**src/sv/kcst_pkg.sv**
```systemverilog
package kcst_pkg;

	localparam int ENTRIES = 64;
	localparam int IDX_W = (ENTRIES > 1) ? $clog2(ENTRIES) : 1;
	localparam int CNT_W = $clog2(ENTRIES + 1);
	localparam int IN_W = 144;
	localparam int OUT_W = 360;
	localparam int DIV_STEPS = 48;
	localparam int DCNT_W = $clog2(DIV_STEPS);

	typedef struct packed {
		logic [31:0] key;
		logic [31:0] calls;
		logic [47:0] total;
		logic [31:0] min_us;
		logic [31:0] max_us;
		logic [47:0] allocated;
		logic [47:0] freed;
	} slot_rec_t;

	typedef enum logic [3:0] {
		ST_IDLE = 4'b0001,
		ST_SCAN = 4'b0010,
		ST_DIV  = 4'b0100,
		ST_OUT  = 4'b1000
	} state_t;

	function automatic logic [47:0] sat_add48(input logic [47:0] a, input logic [47:0] b);
		logic [48:0] s;
		s = {1'b0, a} + {1'b0, b};
		return s[48] ? {48{1'b1}} : s[47:0];
	endfunction

	function automatic logic [31:0] sat_inc32(input logic [31:0] a);
		return (&a) ? a : a + 32'd1;
	endfunction

endpackage

```
**src/sv/kcst_cell.sv**
```systemverilog
module kcst_cell (
	input  logic               clk,
	input  logic               shift,
	input  kcst_pkg::slot_rec_t rec_in,
	output kcst_pkg::slot_rec_t rec_out
);
	import kcst_pkg::*;

	slot_rec_t rec_q;

	// One table slot; the ring moves every slot one place toward the head per shift.
	always_ff @(posedge clk) begin
		if (shift) begin
			rec_q <= rec_in;
		end
	end

	assign rec_out = rec_q;

endmodule

```
**config.mk**
```make
export PLATFORM = sky130hd
export DESIGN_NAME = kcst_cell
export DESIGN_NICKNAME = d
export VERILOG_FILES = /design/src/sv/kcst_pkg.sv /design/src/sv/kcst_cell.sv
export SDC_FILE = /design/constraint.sdc
export NUM_CORES = 1
export LEC_CHECK = 0
export BUFFER_PORTS_ARGS = -buffer_cell sky130_fd_sc_hd__buf_4
export CAP_MARGIN = 10
export CORE_AREA = 2 2 215 217
export CTS_BUF_LIST = sky130_fd_sc_hd__clkbuf_16
export CTS_CLUSTER_DIAMETER = 120
export CTS_CLUSTER_SIZE = 16
export DETAILED_ROUTE_END_ITERATION = 8
export DIE_AREA = 0 0 217 219
export GPL_ROUTABILITY_DRIVEN = 0
export PLACE_DENSITY = 0.42
export RECOVER_POWER = 25
export SKIP_LAST_GASP = 1
export SYNTH_ARGS = -nofsm -noshare
export SYNTH_HDL_FRONTEND = slang
export SYNTH_SLANG_ARGS = --single-unit
```
**constraint.sdc**
```tcl
create_clock -name clk -period 0.8 [get_ports clk]
set_clock_uncertainty 0.2 [all_clocks]
set_input_delay 0.24 -clock clk [delete_from_list [all_inputs] [get_ports clk]]
set_output_delay 0.24 -clock clk [all_outputs]
set_load 0.01 [all_outputs]
```
==> out/metrics.yaml, run 1 <==
status:
  outcome: "complete, but fails checks"
  violations: "negative hold slack, negative setup slack"
power_and_ir_drop:
  ir_worst_vdd_uv: 1540
  switchingPower_mw: 7.06
  p_per_area_nw_per_um2: 1830
  swShare_pct: 22.0
  share_seq_of_total_power_pct: 54.3
  pwr-share-comb_pct: 17.4
  p_int_mw: 25.1
  p_leak_nw: 8.22
  clock_power_share_pct: 28.2
drt:
  route.antenna.remaining_nets: 0
  wirelength_mm: 29.2
  drt-initial-drc-count: 230
  dr_total_vias: 6046
  vias_per_cell: 3.53
  first_pass_iters: 4
  routedWlPerCell_um: 17.0
  drcViolationCount: 0
clock_tree:
  clk_pin_slew_ns: 0.07
  clk_path_buf_depth: 3
  postCtsSetupBuffers: 0
  clock_sinks: 272
  cts_made_buffers: 20
  cts-root-buf: "clkbuf_16"
  htreeDepth: 1
  cts_tree: "built"
setup_path:
  crit_path_max_incr_delay_ns: 0.46
  critPathBufInv: 1
  start_kind: "register"
  cp_max_fo: 1
  crit_family: "flip-flops"
  endpoint_kind: "output port"
  crit_chain: "buf_6"
  criticalPathCategory: "reg -> out"
  cp.required_ns: 0.36
  critPathSlowestCell: "edfxtp_1"
  critical_path_arrival_ns: 1.15
global_route:
  grt_usage_pct: 11.6
  antenna_found_initial: 2
  gr-total-overflow: 0
  grt_pass1_wl_mm: 40.9
  first_global_vias: 6779
  grt_max_degree: 24
finish:
  multi_input_comb_cells: 0
  num_antenna_cells: 0
  largest_reg_flops: 272
  multi_input_area_um2: 0
  areaGrowthSynthToFinish_pct: 115
  fin_util_pct: 39.0
  final_area_um2: 17600
  fin_nets: 1387
  n_fill_cell: 4142
  register_area_um2: 8170
  drive_above_1_share_pct: 51.1
synthesis:
  synth_area_per_cell_um2: 30.0
  yosysMostFrequentCell: "edfxtp_1"
  synthCells: 272
  syn-num-nets: 546
  ys_seq_elements: 272
  async_flop_share_pct: 0
  synthTopCellsByArea: "edfxtp_1"
  yosysTopAreaCell: "edfxtp_1"
  ys.flop_type: "edfxtp_1"
  synth_area_um2: 8170
  synth_top_area_share_pct: 100
  synth_commonest_cells: "edfxtp_1"
  synth_edf_count: 272
  ys_seq_area_share_pct: 100
  ys_types: 1
  yosysWarnings: 0
timing:
  whs_ns: -0.270
  final_max_slew_viol_count: 0
  setup_viol: 478
  relSlewSlack_pct: 74.9
  clock.fmax_ghz: 0.630
  setup_ws_ns: -0.787
  period_share_pct: 198
  period_needed_ns: 1.59
  worst_pin_slew_ns: 0.376
  rsz0062_at_grt: "yes"
  hold_viol: 184
floorplanning:
  core-area_um2: 45100
  die_area_um2: 47500
  die_h_um: 219
  rows: 78
  pin_count: 546
  die_w_um: 217
  initial_core_util_pct: 18.1
place:
  dp_hpwl_mm: 21.5
  pre_cts_slack_ns: -0.475
  port_buffers: 545
  post_dp_cell_area_um2: 13400
job:
  drv_cap: 0
hold_path:
  hold_class: "in -> reg"
power groups by stage:
| stage | sequential (mW) | combinational [mW] | clock, mW |
|---|---|---|---|
| after floorplan | 18.2 | 0 | 0 |
| after global placement | 17.6 | 4.03 | 0 |
| after detailed placement | 17.6 | 4.02 | 0 |
| after CTS | 17.4 | 5.50 | 9.52 |
| after global routing | 17.6 | 5.89 | 9.96 |
| final | 17.5 | 5.60 | 9.08 |
cell families (layout without fill, tap and decap cells):
group / Yosys count / in the layout / share of synthesized area (%)
buf+inv: 0 / 840 / 0
flops: 272 / 272 / 100
stage by stage:
stage	hold WS [ns]	cells	power, mW	setup TNS, ns
2_1_floorplan	0.139	272	18.2	-9.20
4_1_cts	-0.319	1730	32.4	-197.30
3_3_place_gp	0.218	1452	21.6	-150.81
5_1_grt	-0.292	1712	33.4	-220.41
6_report	-0.270	1712	32.2	-203.76
3_5_place_dp	0.219	1452	21.6	-152.09
final cells by class:
cell class,instances,area share (%)
clock buffer,20,2.85
clock inverter,1,0.0926
sequential,272,46.5
tap,600,4.27
timing repair buffer,819,46.3
per-layer routing:
metal / track usage [%] / part of all wire, % / routed length, um
met1: 12.7 / 35 / 10200
met2: 21.1 / 54 / 15800
met3: 3.77 / 8.5 / 2490
met4: 3.86 / 2.4 / 708
met5: 0 / 0.045 / 13
cells in the final DEF (no fill, tap or decap):
cell type / Yosys / routed
buf_6: 0 / 255
buf_4: 0 / 205
dlymetal6s4s_1: 0 / 143
dlygate4sd3_1: 0 / 88
edfxtp_1: 272 / 272
clkbuf_16: 0 / 20
clkinv_8: 0 / 1
clkbuf_1: 0 / 18
clkdlybuf4s25_1: 0 / 23
clkbuf_4: 0 / 79
buf_12: 0 / 8
worst paths after layout:
path | to | cells past startpoint | startpoint | slack [ns]
max | rec_out[172] | 1 | rec_out[172] | -0.79
min | rec_out[46] | 1 | rec_in[46] | -0.27
repair_timing:
action	CTS	global route
gates resized for setup	182	239
setup endpoints to repair	272	462
hold endpoints to repair	281	199
hold buffers	257	6
No activity file was read; power rests on OpenSTA's default activity.
==> run 2: changes to the inputs <==
--- a/config.mk
+++ b/config.mk
@@ -7,15 +7,16 @@
 export LEC_CHECK = 0
 export BUFFER_PORTS_ARGS = -buffer_cell sky130_fd_sc_hd__buf_4
 export CAP_MARGIN = 10
-export CORE_AREA = 2 2 215 217
+export CORE_AREA = 4 4 211 213
 export CTS_BUF_LIST = sky130_fd_sc_hd__clkbuf_16
 export CTS_CLUSTER_DIAMETER = 120
 export CTS_CLUSTER_SIZE = 16
 export DETAILED_ROUTE_END_ITERATION = 8
-export DIE_AREA = 0 0 217 219
+export DIE_AREA = 0 0 215 217
 export GPL_ROUTABILITY_DRIVEN = 0
-export PLACE_DENSITY = 0.42
+export PLACE_DENSITY = 0.43
 export RECOVER_POWER = 25
+export SKIP_CTS_REPAIR_TIMING = 1
 export SKIP_LAST_GASP = 1
 export SYNTH_ARGS = -nofsm -noshare
 export SYNTH_HDL_FRONTEND = slang
==> run 2 against run 1 <==
  * First-iteration DRC count rose by 8.3%
  * The flow still finishes with violations (negative hold slack, negative setup slack)
  * Die area fell by 1.8%
  * Total power fell by 0.60%
  * Critical path depth did not move
  * Design area fell by 1.5%
  * Worst hold slack improved by 0.0084 ns
  * Clock power barely moved
  * Wire length fell by 7.4%
  * Core utilization rose by 1.6 points
==> out/metrics.yaml, run 2 (synthesis gave the netlist of run 1 again) <==
status:
  outcome: "complete, but fails checks"
  violations: "negative hold slack, negative setup slack"
finish:
  register_area_um2: 8170  # unchanged
  fin_nets: 1413  # +1.9%
  drive_above_1_share_pct: 52.3  # +1.2 points
  final_area_um2: 17300  # -1.5%
  multi_input_comb_cells: 0  # unchanged
  multi_input_area_um2: 0  # unchanged
  num_antenna_cells: 0  # unchanged
  fin_util_pct: 40.5  # +1.6 points
  final_cell_mix: "buf_4, edfxtp_1, dlygate4sd3_1, buf_6, clkbuf_16"
  areaGrowthSynthToFinish_pct: 112
  largest_reg_flops: 272  # unchanged
  n_fill_cell: 3850  # -7.0%
  fin_cells: 1684  # -1.6%
  final_common_cell: "buf_4"
global_route:
  antenna_found_initial: 0  # -2
  grt_max_degree: 23  # -4.2%
  grt_busiest_layer: "met2"
  met3_usage_pct: 4.22  # +0.45 points
  first_global_vias: 5458  # -19%
  use_met1_pct: 9.92  # -2.8 points
  gr-total-overflow: 0  # unchanged
  grt_util_met2_pct: 17.9  # -3.2 points
  grt_usage_pct: 9.63  # -2.0 points
  grt_pass1_wl_mm: 34.3  # -16%
floorplanning:
  pin_count: 546  # unchanged
  core-area_um2: 42700  # -5.3%
  die_area_um2: 46700  # -1.8%
  initial_core_util_pct: 19.1  # +1.0 points
  die_h_um: 217  # -0.91%
  die_w_um: 215  # -0.92%
  rows: 76  # -2.6%
place:
  dp_hpwl_mm: 19.7  # -8.2%
  place_inst: 1396  # -3.9%
  pre_cts_slack_ns: -0.431  # +0.0441 ns
  post_dp_cell_area_um2: 13300  # -0.62%
  port_buffers: 545  # unchanged
drt:
  vias_per_cell: 3.61  # +2.3%
  dr_total_vias: 6082  # +0.60%
  routedWlPerCell_um: 16.0  # -5.9%
  drt-initial-drc-count: 249  # +8.3%
  wirelength_mm: 27.0  # -7.4%
  first_pass_iters: 4  # unchanged
  drcViolationCount: 0  # unchanged
  route.antenna.remaining_nets: 0  # unchanged
power_and_ir_drop:
  p_leak_nw: 7.11  # -14%
  p_per_area_nw_per_um2: 1850  # +0.88%
  ir_worst_vdd_uv: 1740  # +13%
  p_total_mw: 32.0  # -0.60%
setup_path:
  critical_path_arrival_ns: 1.09  # -0.06 ns
  crit_chain: "buf_6"
  endpoint_kind: "output port"
  start_kind: "register"
  critPathBufInv: 1  # unchanged
  cp.required_ns: 0.36  # about the same
  critPathSlowestCell: "edfxtp_1"
  cp_max_fo: 1  # unchanged
  crit_family: "flip-flops"
  crit_path_max_incr_delay_ns: 0.43  # -0.03 ns
  criticalPathCategory: "reg -> out"
timing:
  rsz0062_at_grt: "yes"
  setup_viol: 659  # +38%
  clock.fmax_ghz: 0.655  # +3.9%
  setup_tns_ns: -205.30  # -1.53 ns
  period_needed_ns: 1.53  # -0.0589 ns
  period_share_pct: 191  # -7.4 points
  whs_ns: -0.262  # +0.00838 ns
  relSlewSlack_pct: 77.0  # +2.1 points
  final_max_slew_viol_count: 0  # unchanged
  setup_ws_ns: -0.728  # +0.0589 ns
  hold_viol: 5  # -97%
  worst_pin_slew_ns: 0.345  # -0.0315 ns
clock_tree:
  clk_pin_slew_ns: 0.07  # about the same
  cts_made_buffers: 20  # unchanged
  cts-root-buf: "clkbuf_16"
  clock_sinks: 272  # unchanged
  clk_path_buf_depth: 3  # unchanged
  htreeDepth: 1  # unchanged
  cts_tree: "built"
hold_path:
  min_from: "rec_in[258]"
  whs_path_depth: 1  # unchanged
  hold_class: "in -> reg"
  holdPathEnd: "rec_out[258]"
job:
  drv_cap: 0  # unchanged
run 2: cell count changes in the layout (fill, tap and decap cells not counted), moves of 4 or more:
cell,delta
clkbuf_4,-74
buf_4,+123
dlygate4sd3_1,+179
buf_6,-25
clkdlybuf4s25_1,-23
clkbuf_2,+4
dlymetal6s4s_1,-143
clkbuf_1,-14
run 2: power breakdown:
group / internal, mW / switching (mW)
sequential: 17.0 / 0.494
combinational: 3.60 / 1.84
clock: 4.63 / 4.45
run 2: final cells by class:
type / instances / area share (%)
sequential: 272 / 47.2
timing repair buffer: 845 / 45.8
tap: 546 / 3.95
clock buffer: 21 / 3.04
run 2: how the worst max path moves through the flow:
stage                     depth (start not counted)  slack, ns          from            to
final                                             1      -0.73  rec_out[267]  rec_out[267]
after global routing                              1      -0.79  rec_out[267]  rec_out[267]
after floorplan                                   0      -0.03    rec_out[0]    rec_out[0]
after detailed placement                          3      -0.43         shift  rec_out[113]
after CTS                                         1      -0.78   rec_out[22]   rec_out[22]
after global placement                            3      -0.43         shift  rec_out[122]
run 2: layer usage:
metal  up-vias  part of all wire, %
met1      2936                   35
met2       285                   55
met4         0                  2.0
met5         -                    0
li1       2833                    -
met3        28                  8.7
==> run 3: changes to the inputs <==
--- a/config.mk
+++ b/config.mk
@@ -14,8 +14,9 @@
 export DETAILED_ROUTE_END_ITERATION = 8
 export DIE_AREA = 0 0 215 217
 export GPL_ROUTABILITY_DRIVEN = 0
-export PLACE_DENSITY = 0.43
+export PLACE_DENSITY = 0.41
 export RECOVER_POWER = 25
+export SETUP_SLACK_MARGIN = 0.02
 export SKIP_CTS_REPAIR_TIMING = 1
 export SKIP_LAST_GASP = 1
 export SYNTH_ARGS = -nofsm -noshare
==> constraint.sdc (replaced) <==
create_clock -name clk -period 0.8 [get_ports clk]
set_clock_uncertainty 0.2 [all_clocks]
set_input_delay 0.16 -clock clk [delete_from_list [all_inputs] [get_ports clk]]
set_output_delay 0.16 -clock clk [all_outputs]
set_load 0.01 [all_outputs]
==> run 3 against run 2 <==
  * The flow finishes with violations (negative setup slack)
  * Wire length grew 10%
  * Non-clock buffer count rose by 5
  * Clock power increased by 2%
  * Cell count grew 0.48%
  * Via count increased by 1.4%
  * Setup slack better by 0.075 ns
  * Total power increased by 1.0%
  * Count of clock-buffer cells in the layout is the same
  * Critical endpoint is now rec_out[73]
==> out/metrics.yaml, run 3 (synthesis gave the netlist of run 1 again) <==
place:
  post_dp_cell_area_um2: 13300  # about the same
  pre_cts_slack_ns: -0.383  # +0.0480 ns
  dp_hpwl_mm: 21.9  # +11%
  port_buffers: 545  # unchanged
  place_inst: 1396  # unchanged
timing:
  clock.fmax_ghz: 0.688  # +5.2%
  setup_viol: 518  # -21%
  worst_pin_slew_ns: 0.522  # +0.177 ns
  period_needed_ns: 1.45  # -0.0751 ns
  final_max_slew_viol_count: 0  # unchanged
  setup_ws_ns: -0.653  # +0.0751 ns
  rsz0062_at_grt: "yes"
  hold_viol: 0  # -5
  period_share_pct: 182  # -9.4 points
  whs_ns: 0.0485  # +0.310 ns
  relSlewSlack_pct: 65.2  # -12 points
global_route:
  grt_max_degree: 26  # +13%
  grt_usage_pct: 10.8  # +1.1 points
  antenna_found_initial: 3  # +3
  grt_pass1_wl_mm: 37.3  # +8.7%
  first_global_vias: 5351  # -2.0%
  gr-total-overflow: 0  # unchanged
setup_path:
  crit_family: "flip-flops"
  crit_path_max_incr_delay_ns: 0.41  # -0.02 ns
  endpoint_kind: "output port"
  critPathSlowestCell: "edfxtp_1"
  cp.required_ns: 0.44  # +0.08 ns
  critical_path.startpoint: "rec_out[73]"
  start_kind: "register"
  crit_chain: "buf_4"
  criticalPathCategory: "reg -> out"
  critical_path_arrival_ns: 1.09  # about the same
  cp_max_fo: 1  # unchanged
  critPathBufInv: 1  # unchanged
drt:
  routedWlPerCell_um: 17.6  # +9.5%
  drt-initial-drc-count: 221  # -11%
  dr_total_vias: 6167  # +1.4%
  drcViolationCount: 0  # unchanged
  vias_per_cell: 3.64  # +0.92%
  route.antenna.remaining_nets: 0  # unchanged
  wirelength_mm: 29.7  # +10%
  first_pass_iters: 4  # unchanged
clock_tree:
  htreeDepth: 1  # unchanged
  cts_tree: "built"
  cts_made_buffers: 20  # unchanged
  clk_pin_slew_ns: 0.07  # about the same
  clk_path_buf_depth: 3  # unchanged
  clock_sinks: 272  # unchanged
  cts-root-buf: "clkbuf_16"
finish:
  fin_cells: 1692  # +0.48%
  fin_nets: 1418  # +0.35%
  areaGrowthSynthToFinish_pct: 113
  final_common_cell: "buf_4"
  final_area_um2: 17400  # +0.50%
  drive_above_1_share_pct: 52.2  # -0.054 points
  register_area_um2: 8170  # unchanged
  multi_input_area_um2: 0  # unchanged
  n_fill_cell: 3872  # +0.57%
  final_cell_mix: "buf_4, dlygate4sd3_1, edfxtp_1, buf_6, clkbuf_16"
  multi_input_comb_cells: 0  # unchanged
  largest_reg_flops: 272  # unchanged
floorplanning:
  initial_core_util_pct: 19.1  # unchanged
  die_area_um2: 46700  # unchanged
  pin_count: 546  # unchanged
  core-area_um2: 42700  # unchanged
  die_w_um: 215  # unchanged
  die_h_um: 217  # unchanged
  rows: 76  # unchanged
status:
  violations: "negative setup slack"
  outcome: "complete, but fails checks"
hold_path:
  hold_class: "in -> reg"
  min_from: "shift"
job:
  drv_cap: 0  # unchanged
power_and_ir_drop:
  p_leak_nw: 7.15  # +0.51%
  p_per_area_nw_per_um2: 1860  # +0.51%
  ir_worst_vdd_uv: 1780  # +2.2%
==> run 3: metrics by stage <==
| step | power (mW) | setup TNS (ns) | utilization (%) |
|---|---|---|---|
| 4_1_cts | 31.0 | -173.96 | 32.4 |
| 3_5_place_dp | 21.6 | -106.14 | 31.2 |
| 3_3_place_gp | 21.6 | -105.81 | 31.2 |
| 6_report | 32.3 | -177.30 | 40.7 |
| 2_1_floorplan | 18.2 | 0 | - |
| 5_1_grt | 33.8 | -202.04 | 40.7 |
==> run 3: final timing paths <==
check	endpoint	slack [ns]	cells after the start
max	rec_out[73]	-0.65	1
min	rec_out[127]	0.05	2
==> run 3: per-layer routing <==
metal | global-route usage [%] | wire length [um] | up-vias
met1 | 10.9 | 10400 | 2949
met2 | 19.1 | 15600 | 317
met3 | 5.63 | 2910 | 49
li1 | - | - | 2852
met5 | 0 | 0 | -
met4 | 3.56 | 834 | 0
==> run 3: power by group <==
part | internal (mW) | switching, mW
Combinational | 3.64 | 1.96
Clock | 4.63 | 4.62
Sequential | 16.9 | 0.479
==> run 3: cell type report <==
cell class	instances	area share, %
Clock buffer	21	3.02
Sequential cell	272	47.0
Timing Repair Buffer	850	46.1
Tap cell	546	3.93
Antenna cell	3	0.0432
