## src/sv/kcst_pkg.sv

```systemverilog
package kcst_pkg;

	localparam int ENTRIES = 64;
	localparam int IDX_W = (ENTRIES > 1) ? $clog2(ENTRIES) : 1;
	localparam int CNT_W = $clog2(ENTRIES + 1);
	localparam int IN_W = 144;
	localparam int OUT_W = 360;
	localparam int DIV_STEPS = 48;
	localparam int DCNT_W = $clog2(DIV_STEPS);

	typedef struct packed {
		logic [31:0] key;
		logic [31:0] calls;
		logic [47:0] total;
		logic [31:0] min_us;
		logic [31:0] max_us;
		logic [47:0] allocated;
		logic [47:0] freed;
	} slot_rec_t;

	typedef enum logic [3:0] {
		ST_IDLE = 4'b0001,
		ST_SCAN = 4'b0010,
		ST_DIV  = 4'b0100,
		ST_OUT  = 4'b1000
	} state_t;

	function automatic logic [47:0] sat_add48(input logic [47:0] a, input logic [47:0] b);
		logic [48:0] s;
		s = {1'b0, a} + {1'b0, b};
		return s[48] ? {48{1'b1}} : s[47:0];
	endfunction

	function automatic logic [31:0] sat_inc32(input logic [31:0] a);
		return (&a) ? a : a + 32'd1;
	endfunction

endpackage

```

## src/sv/kcst_div.sv

```systemverilog
module kcst_div (
	input  logic        clk,
	input  logic        arst_n,
	input  logic        start,
	input  logic [47:0] dividend,
	input  logic [31:0] divisor,
	output logic        done,
	output logic [31:0] quotient
);
	import kcst_pkg::*;

	logic [31:0]       rem_q;
	logic [47:0]       quo_q;
	logic [31:0]       dsor_q;
	logic [DCNT_W-1:0] cnt_q;
	logic              busy_q;
	logic [32:0]       trial;
	logic [32:0]       sh;

	assign sh = {rem_q, quo_q[47]};
	assign trial = sh - {1'b0, dsor_q};

	always_ff @(posedge clk or negedge arst_n) begin
		if (!arst_n) begin
			busy_q <= 1'b0;
			cnt_q <= '0;
			done <= 1'b0;
		end else begin
			done <= 1'b0;
			if (start) begin
				busy_q <= 1'b1;
				cnt_q <= '0;
			end else if (busy_q) begin
				cnt_q <= cnt_q + 1'b1;
				if (cnt_q == DCNT_W'(DIV_STEPS - 1)) begin
					busy_q <= 1'b0;
					done <= 1'b1;
				end
			end
		end
	end

	// Restoring division, one quotient bit per cycle.
	always_ff @(posedge clk) begin
		if (start) begin
			rem_q <= '0;
			quo_q <= dividend;
			dsor_q <= divisor;
		end else if (busy_q) begin
			if (!trial[32]) begin
				rem_q <= trial[31:0];
				quo_q <= {quo_q[46:0], 1'b1};
			end else begin
				rem_q <= sh[31:0];
				quo_q <= {quo_q[46:0], 1'b0};
			end
		end
	end

	assign quotient = (|quo_q[47:32]) ? {32{1'b1}} : quo_q[31:0];

endmodule

```

## config.mk

```make
export PLATFORM = sky130hd
export DESIGN_NAME = kcst_div
export DESIGN_NICKNAME = d
export VERILOG_FILES = /design/src/sv/kcst_pkg.sv /design/src/sv/kcst_div.sv
export SDC_FILE = /design/constraint.sdc
export NUM_CORES = 1
export LEC_CHECK = 0
export ABC_AREA = 1
export BUFFER_PORTS_ARGS = -buffer_cell sky130_fd_sc_hd__buf_4
export CAP_MARGIN = 10
export CORE_MARGIN = 1
export CORE_UTILIZATION = 50
export CTS_CLUSTER_SIZE = 24
export DETAILED_ROUTE_END_ITERATION = 16
export MAX_ROUTING_LAYER = met4
export PLACE_DENSITY = 0.78
export SYNTH_ARGS = -nofsm -noshare
export SYNTH_HDL_FRONTEND = slang
export SYNTH_SLANG_ARGS = --single-unit
```

## constraint.sdc

```tcl
create_clock -name clk -period 2.6 [get_ports clk]
set_input_delay 0.52 -clock clk [delete_from_list [all_inputs] [get_ports clk]]
set_output_delay 0.52 -clock clk [all_outputs]
set_load 0.05 [all_outputs]
```

==> results by stage, run 1 <==
Outcome:
- The flow ran to the end, and the final reports show no timing, DRC or antenna violations.

Floorplanning:
- The I/O pin total is 116.
- The floorplan step defined a die boundary enclosing 16200 sq um.
- For this configuration, the core starts out at a cell density of 0.514.
- The cell row count is 45.
- The vertical die dimension is 127 um.
- The core region is 15300 sq um.
- The width of the die is 127 um.

Critical path:
- The class of the most critical setup path is flip-flop to output pin.
- The largest individual stage delay along the critical path comes from the cell sky130_fd_sc_hd__edfxtp_1.
- The reg-to-reg endpoint is rem_q[23].
- The cell repeated most along the worst path is sky130_fd_sc_hd__nand2_1.
- The flop-to-flop setup slack is 190 ps.
- The type of origin of the critical path is a flip-flop.
- The required time at the endpoint of the critical path is 2080 ps.
- The worst setup path is captured at an output pin.
- The cell depth of the worst flop-to-flop path is 18.
- In this run the worst setup path begins at quo_q[35].
- In this run the worst path has a maximum fanout of 32.
- The largest single stage delay on the critical path is 400 ps.
- Traced cell by cell, the critical path runs through nor4_1 -> nand2_1 -> nor2_2 -> buf_6 -> nand2_1 -> buf_4.
- At the worst endpoint, the arrival time is 1950 ps.
- The critical register-to-register path startpoint is quo_q[47].

STA:
- The clock tree skew after final layout is 12.5 ps.
- Setup violations remaining at the end of the flow were counted as 0.
- The count of endpoints failing hold in the final timing report is 0.
- Static timing analysis puts the maximum clock frequency at 405 MHz.
- Setup repair after global routing could not meet its margin everywhere.
- The final max-slew violation count came to 0.
- Counting I/O delays and the setup requirement, the final critical path takes 2470 ps.
- In the finished design, the share of the clock period the worst path needs comes to 0.949.
- In this run the tightest slew margin relative to its limit is 0.678.
- The post-route setup TNS is 0 ps.
- At the pin with the least slew margin, the transition time is 482 ps.

Routing:
- Before antenna repair, the detailed router went through 6 iterations.
- Summed over all nets, wire length on met2 after detailed routing comes to 9.24 mm.
- The detailed router placed 7268 vias in this run.
- After detailed routing, the total wire length is 19.4 mm.
- The initial DRC count is 510.
- The via-per-instance ratio is 4.85.
- For this block, wires on met1 add up to 8.53 mm.
- In the routed design, unresolved DRC markers number 0.
- The highest routed metal layer is met4.
- Summed over all nets, wire length on met3 after detailed routing comes to 1.10 mm.
- Once detail routing completed, the nets flagged for antenna violations numbered 0.
- In the final routed layout, each cell accounts on average for 13.0 um.

CTS:
- The clock latency on the worst-skew pair is 430 ps.
- TritonCTS created 17 clock buffers.
- Clock tree synthesis selected as its root buffer the cell sky130_fd_sc_hd__clkbuf_16.
- After clock tree synthesis, the clock-pin slew on the worst setup and hold paths is 60 ps.
- The maximum buffer depth of the clock tree is 2.
- The clock tree from TritonCTS is built.
- The CTS sink count is 120.
- The H-tree was split into 4 levels.

Global routing:
- Summed over all layers, the global routing overflow is 0.
- The number of antenna violations at the first check in global routing is 0.
- The total routing resource utilization after global routing is 0.260.
- The first global-routing pass estimated 31.8 mm of wire.
- The via count of the first global-routing pass is 6996.
- The pin count of the biggest net entering global routing is 48.

Cells and area:
- Measured on the finished design, the core utilization comes to 0.631.
- In the layout the commonest cells are 475 x sky130_fd_sc_hd__nand2_1, 245 x sky130_fd_sc_hd__inv_1, 129 x sky130_fd_sc_hd__buf_4, 80 x sky130_fd_sc_hd__edfxtp_1, 58 x sky130_fd_sc_hd__nand3_1.
- The fraction of final layout cells sized beyond drive strength 1 is 0.151.
- The net total in the final layout is 1393.
- Compared with the post-synthesis result, the final layout area differs by 22.9%.
- 0 antenna diodes ended up in the layout.
- The most common cell after layout, fill and taps aside is sky130_fd_sc_hd__nand2_1.

Power:
- The total internal power is 3.83 mW.
- Of the total power, the share spent switching nets is 0.254.
- The share of total power dissipated in the clock network is 0.452.
- In this run the power density over the cells is 533 nW/um^2.
- Of the total power, combinational logic draws 0.115.
- The analysis attributes to net switching a power of 1.30 mW.
- In this run the static leakage power is 5.15 nW.
- The largest voltage drop on the vdd net is 471 uV.
- Of the total power, registers draw 0.433.

Synthesis:
- Yosys mapped the design onto 35 distinct sky130hd cell types.
- The sequential cell area fraction in the yosys report is 0.414.
- During synthesis, Yosys emitted a total of 0 warnings.
- The mapped netlist covers 7840 sq um.
- The post-synthesis area per instance is 6.83 sq um.
- Synthesis inferred 120 register bits.
- The gate count of the mapped netlist is 1147.
- The synthesized net count is 1264.

Run:
- The tool flagged a number of max-cap violations equal to 0.

Min path:
- Counting instances, the worst hold path has a depth of 1.
- The startpoint identified for the worst hold timing path is divisor[25].
- The class of the tightest hold or removal check is primary input to flip-flop.
- The end point of the most critical hold path is dsor_q[25].

Placement:
- Buffers placed on the I/O ports in this run total 115.
- The placed wire-length estimate after detailed placement is 14.5 mm.
- At the end of routability-driven placement, the weighted congestion stood at 0.939.
[power groups by stage]
| stage | sequential (mW) | clock, mW | combinational [mW] |
|---|---|---|---|
| 3_3_place_gp | 2.25 | 0 | 0.570 |
| 2_1_floorplan | 2.24 | 0 | 0.373 |
| 6_report | 2.22 | 2.32 | 0.593 |
| 3_5_place_dp | 2.26 | 0 | 0.581 |
| 4_1_cts | 2.22 | 2.35 | 0.588 |
| 5_1_grt | 2.23 | 2.43 | 0.670 |
[routing by layer]
layer  global-route usage  up-vias
met5                    -        -
met4                0.109        0
met3               0.0498       47
met2                0.426      193
met1                0.314     3283
li1                     -     3745
[stage by stage]
step	power, mW	cell area (sq um)	cells	setup slack, ps	hold slack, ps
after floorplan	2.62	7840	1147	139	224
after global placement	2.82	8950	1461	123	343
after detailed placement	2.84	8950	1461	1.18	344
after CTS	5.15	9540	1494	42.8	254
after global routing	5.33	9630	1500	-14.9	259
final	5.13	9630	1500	133	267
[synth_stat cells]
cell type                    n  share of area
sky130_fd_sc_hd__nand2_1   476           0.23
sky130_fd_sc_hd__inv_1     246           0.12
sky130_fd_sc_hd__edfxtp_1   80           0.31
sky130_fd_sc_hd__nand3_1    59          0.038
sky130_fd_sc_hd__nor2_1     50          0.024
sky130_fd_sc_hd__o21ai_0    44          0.028
sky130_fd_sc_hd__ha_1       33          0.053
sky130_fd_sc_hd__dfxtp_1    32          0.082
sky130_fd_sc_hd__a21oi_1    21          0.013
sky130_fd_sc_hd__clkbuf_1   17         0.0081
sky130_fd_sc_hd__xnor2_1    12          0.013
sky130_fd_sc_hd__nand2_2    10         0.0080
sky130_fd_sc_hd__nor3_1     10         0.0064
sky130_fd_sc_hd__dfrtp_1     8          0.026
sky130_fd_sc_hd__and2_1      5         0.0040
sky130_fd_sc_hd__nand4_1     5         0.0040
sky130_fd_sc_hd__nor2_2      5         0.0040
sky130_fd_sc_hd__inv_2       4         0.0019
sky130_fd_sc_hd__nor4_1      4         0.0032
sky130_fd_sc_hd__buf_4       3         0.0029
sky130_fd_sc_hd__buf_6       3         0.0043
sky130_fd_sc_hd__nand2_4     3         0.0043
sky130_fd_sc_hd__xor2_1      3         0.0034
sky130_fd_sc_hd__buf_8       2         0.0038
sky130_fd_sc_hd__o21ai_1     2         0.0013
sky130_fd_sc_hd__a21o_1      1        0.00096
sky130_fd_sc_hd__a22o_1      1         0.0011
sky130_fd_sc_hd__and3_1      1        0.00080
sky130_fd_sc_hd__fa_1        1         0.0026
sky130_fd_sc_hd__nand3_2     1         0.0013
sky130_fd_sc_hd__nand3b_1    1        0.00096
sky130_fd_sc_hd__nor3_2      1         0.0013
sky130_fd_sc_hd__nor4b_1     1         0.0011
sky130_fd_sc_hd__o21bai_1    1        0.00096
sky130_fd_sc_hd__or2_1       1        0.00080
[sequential cells by signal (all words and copies together), names as in the netlist]
name,count
cnt_q,6
busy_q,1
quo_q,48
dsor_q,32
done,1
rem_q,32
[what timing repair did]
action | in CTS | in global routing
hold buffers | 1 | 0
setup buffers | 0 | 5
hold endpoints to repair | 8 | 0
pin swaps | 0 | 1
gates cloned | 0 | 1
setup endpoints to repair | 1 | 55
resized for setup | 1 | 10
[cell families (layout without fill, tap and decap cells)]
kind of cell / count (synthesis) / after routing / synth area share
compound gates: 70 / 70 / 0.0458
xor+xnor: 15 / 15 / 0.0168
fa+ha+maj: 34 / 34 / 0.0552
buf+inv: 275 / 416 / 0.139
flops: 120 / 120 / 0.414
simple gates: 633 / 634 / 0.330
[critical path: cells and delay by family (launching register included)]
family        cells  cell delay (ps)
flops             1              400
buf+inv           2              450
simple gates      4              670
[worst max path at each step]
| stage | slack [ps] | to |
|---|---|---|
| final | 130 | quotient[1] |
| after CTS | 40 | quotient[1] |
| after global placement | 120 | rem_q[21] |
| after detailed placement | 1 | rem_q[23] |
| after global routing | -10 | rem_q[19] |
| after floorplan | 140 | quo_q[0] |
[cell type report]
| class | count | area, sq um |
|---|---|---|
| fill | 1338 | 5630 |
| multi-input combinational | 753 | 3570 |
| sequential | 120 | 3240 |
| timing repair buffer | 134 | 1040 |
| inverter | 250 | 938 |
| clock buffer | 18 | 429 |
| tap | 211 | 264 |
| clock inverter | 14 | 146 |
Note: power is estimated with default switching activity, not from simulation.
==> inputs of run 2 (changes only) <==
==> config.mk (replaced) <==
export PLATFORM = sky130hd
export DESIGN_NAME = kcst_div
export DESIGN_NICKNAME = d
export VERILOG_FILES = /design/src/sv/kcst_pkg.sv /design/src/sv/kcst_div.sv
export SDC_FILE = /design/constraint.sdc
export NUM_CORES = 1
export LEC_CHECK = 0
export ABC_AREA = 1
export CAP_MARGIN = 10
export CELL_PAD_IN_SITES_DETAIL_PLACEMENT = 1
export CELL_PAD_IN_SITES_GLOBAL_PLACEMENT = 2
export CORE_UTILIZATION = 36
export CTS_CLUSTER_SIZE = 24
export DETAILED_ROUTE_END_ITERATION = 16
export DONT_BUFFER_PORTS = 1
export MAX_ROUTING_LAYER = met4
export PLACE_DENSITY = 0.88
export SYNTH_ARGS = -nofsm -noshare
export SYNTH_HDL_FRONTEND = slang
export SYNTH_SLANG_ARGS = --single-unit
==> results by stage, run 2 (synthesis gave the netlist of run 1 again) <==
STA:
- Once routing completed, OpenROAD measured the worst setup slack at 40.9 ps.
- After layout, the minimum clock period comes to 2560 ps.
- Timing would allow up to 391 MHz.
- The clock tree skew after final layout is 16.9 ps.
- The tightest hold path in the finished design has a slack of 172 ps.
- The slew at the pin closest to its max-slew limit is 590 ps.
- The total setup violations reported at the end of the flow is 0.
- Setup total negative slack on the finished layout was measured at 0 ps.
- The final clock period utilization by the worst path is 0.984.
- The worst pin sits at a relative slew slack of 0.606.
- Setup repair after global routing could not meet its margin everywhere.
- The count of endpoints failing hold in the final timing report was 0.
- The final max-slew violation count is 0.

Power:
- For this design the static power due to leakage is 4.66 nW.
- The largest voltage drop on the vdd net is 393 uV.
- The power per cell area is 573 nW/um^2.

Global routing:
- The number of antenna violations at the first check in global routing is 1.
- The overall overflow remaining after global route is 0.
- For this run, the total global-route usage over all layers was measured as 0.214.
- The via count of the first global-routing pass is 6982.
- The wire length of the first global-routing pass is 35.7 mm.
- The pin count of the biggest net entering global routing is 123.

CTS:
- The number of buffers added by the clock tree synthesis step is 17.
- TritonCTS built the clock tree.
- The clock transition time at the flip-flop clock pins of the worst setup and hold paths is 70 ps.
- The CTS sink count is 120.
- The root buffer cell chosen for the clock tree is sky130_fd_sc_hd__clkbuf_16.
- The number of H-tree levels is 4.
- The later pin in the worst-skew pair is clocked with a latency of 440 ps.
- No sink is reached through more buffers than the 2 on the longest clock path.

Cells and area:
- The net total in the final layout is 1279.
- The synthesis-to-layout area growth is 14.3%.
- In the layout the commonest cells are 473 x sky130_fd_sc_hd__nand2_1, 245 x sky130_fd_sc_hd__inv_1, 80 x sky130_fd_sc_hd__edfxtp_1, 57 x sky130_fd_sc_hd__nand3_1, 47 x sky130_fd_sc_hd__nor2_1.
- The register with the most flip-flops in the layout has 48 of them.
- The sequential cell area is 3240 sq um.
- The count of fill cells added during filler insertion is 2706.
- Ranked by flip-flop count, first place goes to quo_q.
- At the end of the flow the core is filled with cells to 0.423.
- Of the cells placed in the final design, the portion with a size suffix greater than 1 is 0.0740.
- The area of combinational cells with multiple inputs is 3580 sq um.
- The largest registers in the layout are quo_q (48), dsor_q (32), rem_q (32).
- The most common cell after layout, fill and taps aside is sky130_fd_sc_hd__nand2_1.

Run:
- Across the run, the number of max-cap violations was 0.

Placement:
- At the placement stage, the worst setup path has a slack of 82.2 ps.
- The placer congestion estimate is 0.845.
- Detailed placement finished with a half-perimeter wire length of 16.4 mm.
- The count of buffers added on input and output ports is 0.

Critical path:
- The type of origin of the critical path is a flip-flop.
- The sort of element at the end of the critical path is an output pin.
- By startpoint and endpoint, the worst setup path is classified as flip-flop to output pin.
- For the worst flop-to-flop path, the logic depth is 18.
- The critical path arrival is 2040 ps.
- The peak fanout along the critical path is 32.
- The required time at the endpoint of the critical path is 2080 ps.

Floorplanning:
- The total core area is 21200 sq um.
- The die is 150 um wide.
- The I/O pin total is 116.
- The initialized floorplan defines 53 standard-cell rows.
- The initial standard-cell utilization of the core is 0.371.
- The vertical die dimension is 150 um.
- The full die area is 22400 sq um.

Routing:
- The detailed router put a total of 10.7 mm of wire on met1.
- Across all layers, the routed design uses 6767 vias.
- Dividing the detail-routed wire length by the instance count gives 15.2 um.
- The highest routed metal layer is met4.
- The first-pass iteration count of the detailed router is 6.
- The met2 layer wire length in the routed design is 10.3 mm.
- The detailed-route DRC error count is 0.
- The routed design uses 783 um of met3 wire.
- The count of nets left with antenna violations once routing finished came out at 0.
- The initial DRC count is 301.
- The via-per-instance ratio is 4.66.
- Summed over all layers, the routed wires come to 22.1 mm.

Min path:
- The worst hold path belongs to the class primary input to flip-flop.
- Along the worst hold path, the cell count comes to 0.

Outcome:
- The flow ran to the end, and the final reports show no timing, DRC or antenna violations.
run 2: cell count changes in the layout (fill, tap and decap cells not counted), moves of 3 or more:
cell | previous run | this run
sky130_fd_sc_hd__buf_4 | 129 | 11
sky130_fd_sc_hd__inv_8 | 0 | 7
sky130_fd_sc_hd__clkinv_8 | 0 | 3
sky130_fd_sc_hd__buf_12 | 2 | 6
run 2: final cells by class:
cell class | instances | area share
flip-flops and latches | 120 | 0.362
inverters | 250 | 0.105
clock buffers | 17 | 0.0475
multi-input cells | 753 | 0.400
well taps | 275 | 0.0384
diodes | 1 | 0.000279
repair buffers | 20 | 0.0278
clock inverters | 15 | 0.0190
run 2: final timing paths:
path / startpoint / slack (ps) / end
setup / recovery: quo_q[35] / 40 / quotient[0]
hold / removal: divisor[25] / 170 / dsor_q[25]
setup reg to reg: quo_q[47] / 150 / rem_q[17]
hold reg to reg: rem_q[9] / 480 / rem_q[9]
max in group asynchronous: arst_n / 1890 / cnt_q[2]
min in group asynchronous: arst_n / 430 / cnt_q[5]
run 2: power breakdown:
part / leakage, nW / internal (mW) / switching [mW]
Sequential: 1.20 / 2.17 / 0.0507
Combinational: 3.17 / 0.170 / 0.324
Clock: 0.290 / 1.30 / 1.12
Total: 4.66 / 3.64 / 1.50
run 2: worst max-delay path, stage by stage (launching register included):
cell	delay, ps
sky130_fd_sc_hd__edfxtp_1	400
sky130_fd_sc_hd__nor4_1	350
sky130_fd_sc_hd__nand2_1	140
sky130_fd_sc_hd__nor2_2	160
sky130_fd_sc_hd__buf_12	200
sky130_fd_sc_hd__nand2_1	340
run 2: stage by stage:
stage | cell area [sq um] | power (mW) | std cells
final | 8960 | 5.14 | 1451
after global routing | 8960 | 5.34 | 1451
after CTS | 8840 | 5.19 | 1446
after detailed placement | 8240 | 2.75 | 1413
after global placement | 8240 | 2.73 | 1413
after floorplan | 7840 | 2.62 | 1147
run 2: timing repair:
item / CTS / global route
hold buffers: 1 / 0
resized for setup: 0 / 13
setup buffers: 0 / 2
endpoints found under the setup margin: 0 / 60
endpoints found under the hold margin: 8 / 0
run 2: per-layer routing:
metal | vias up | GRT usage
met4 | 0 | 0.0526
met5 | - | -
met2 | 99 | 0.344
met3 | 14 | 0.0436
li1 | 3510 | -
met1 | 3144 | 0.275
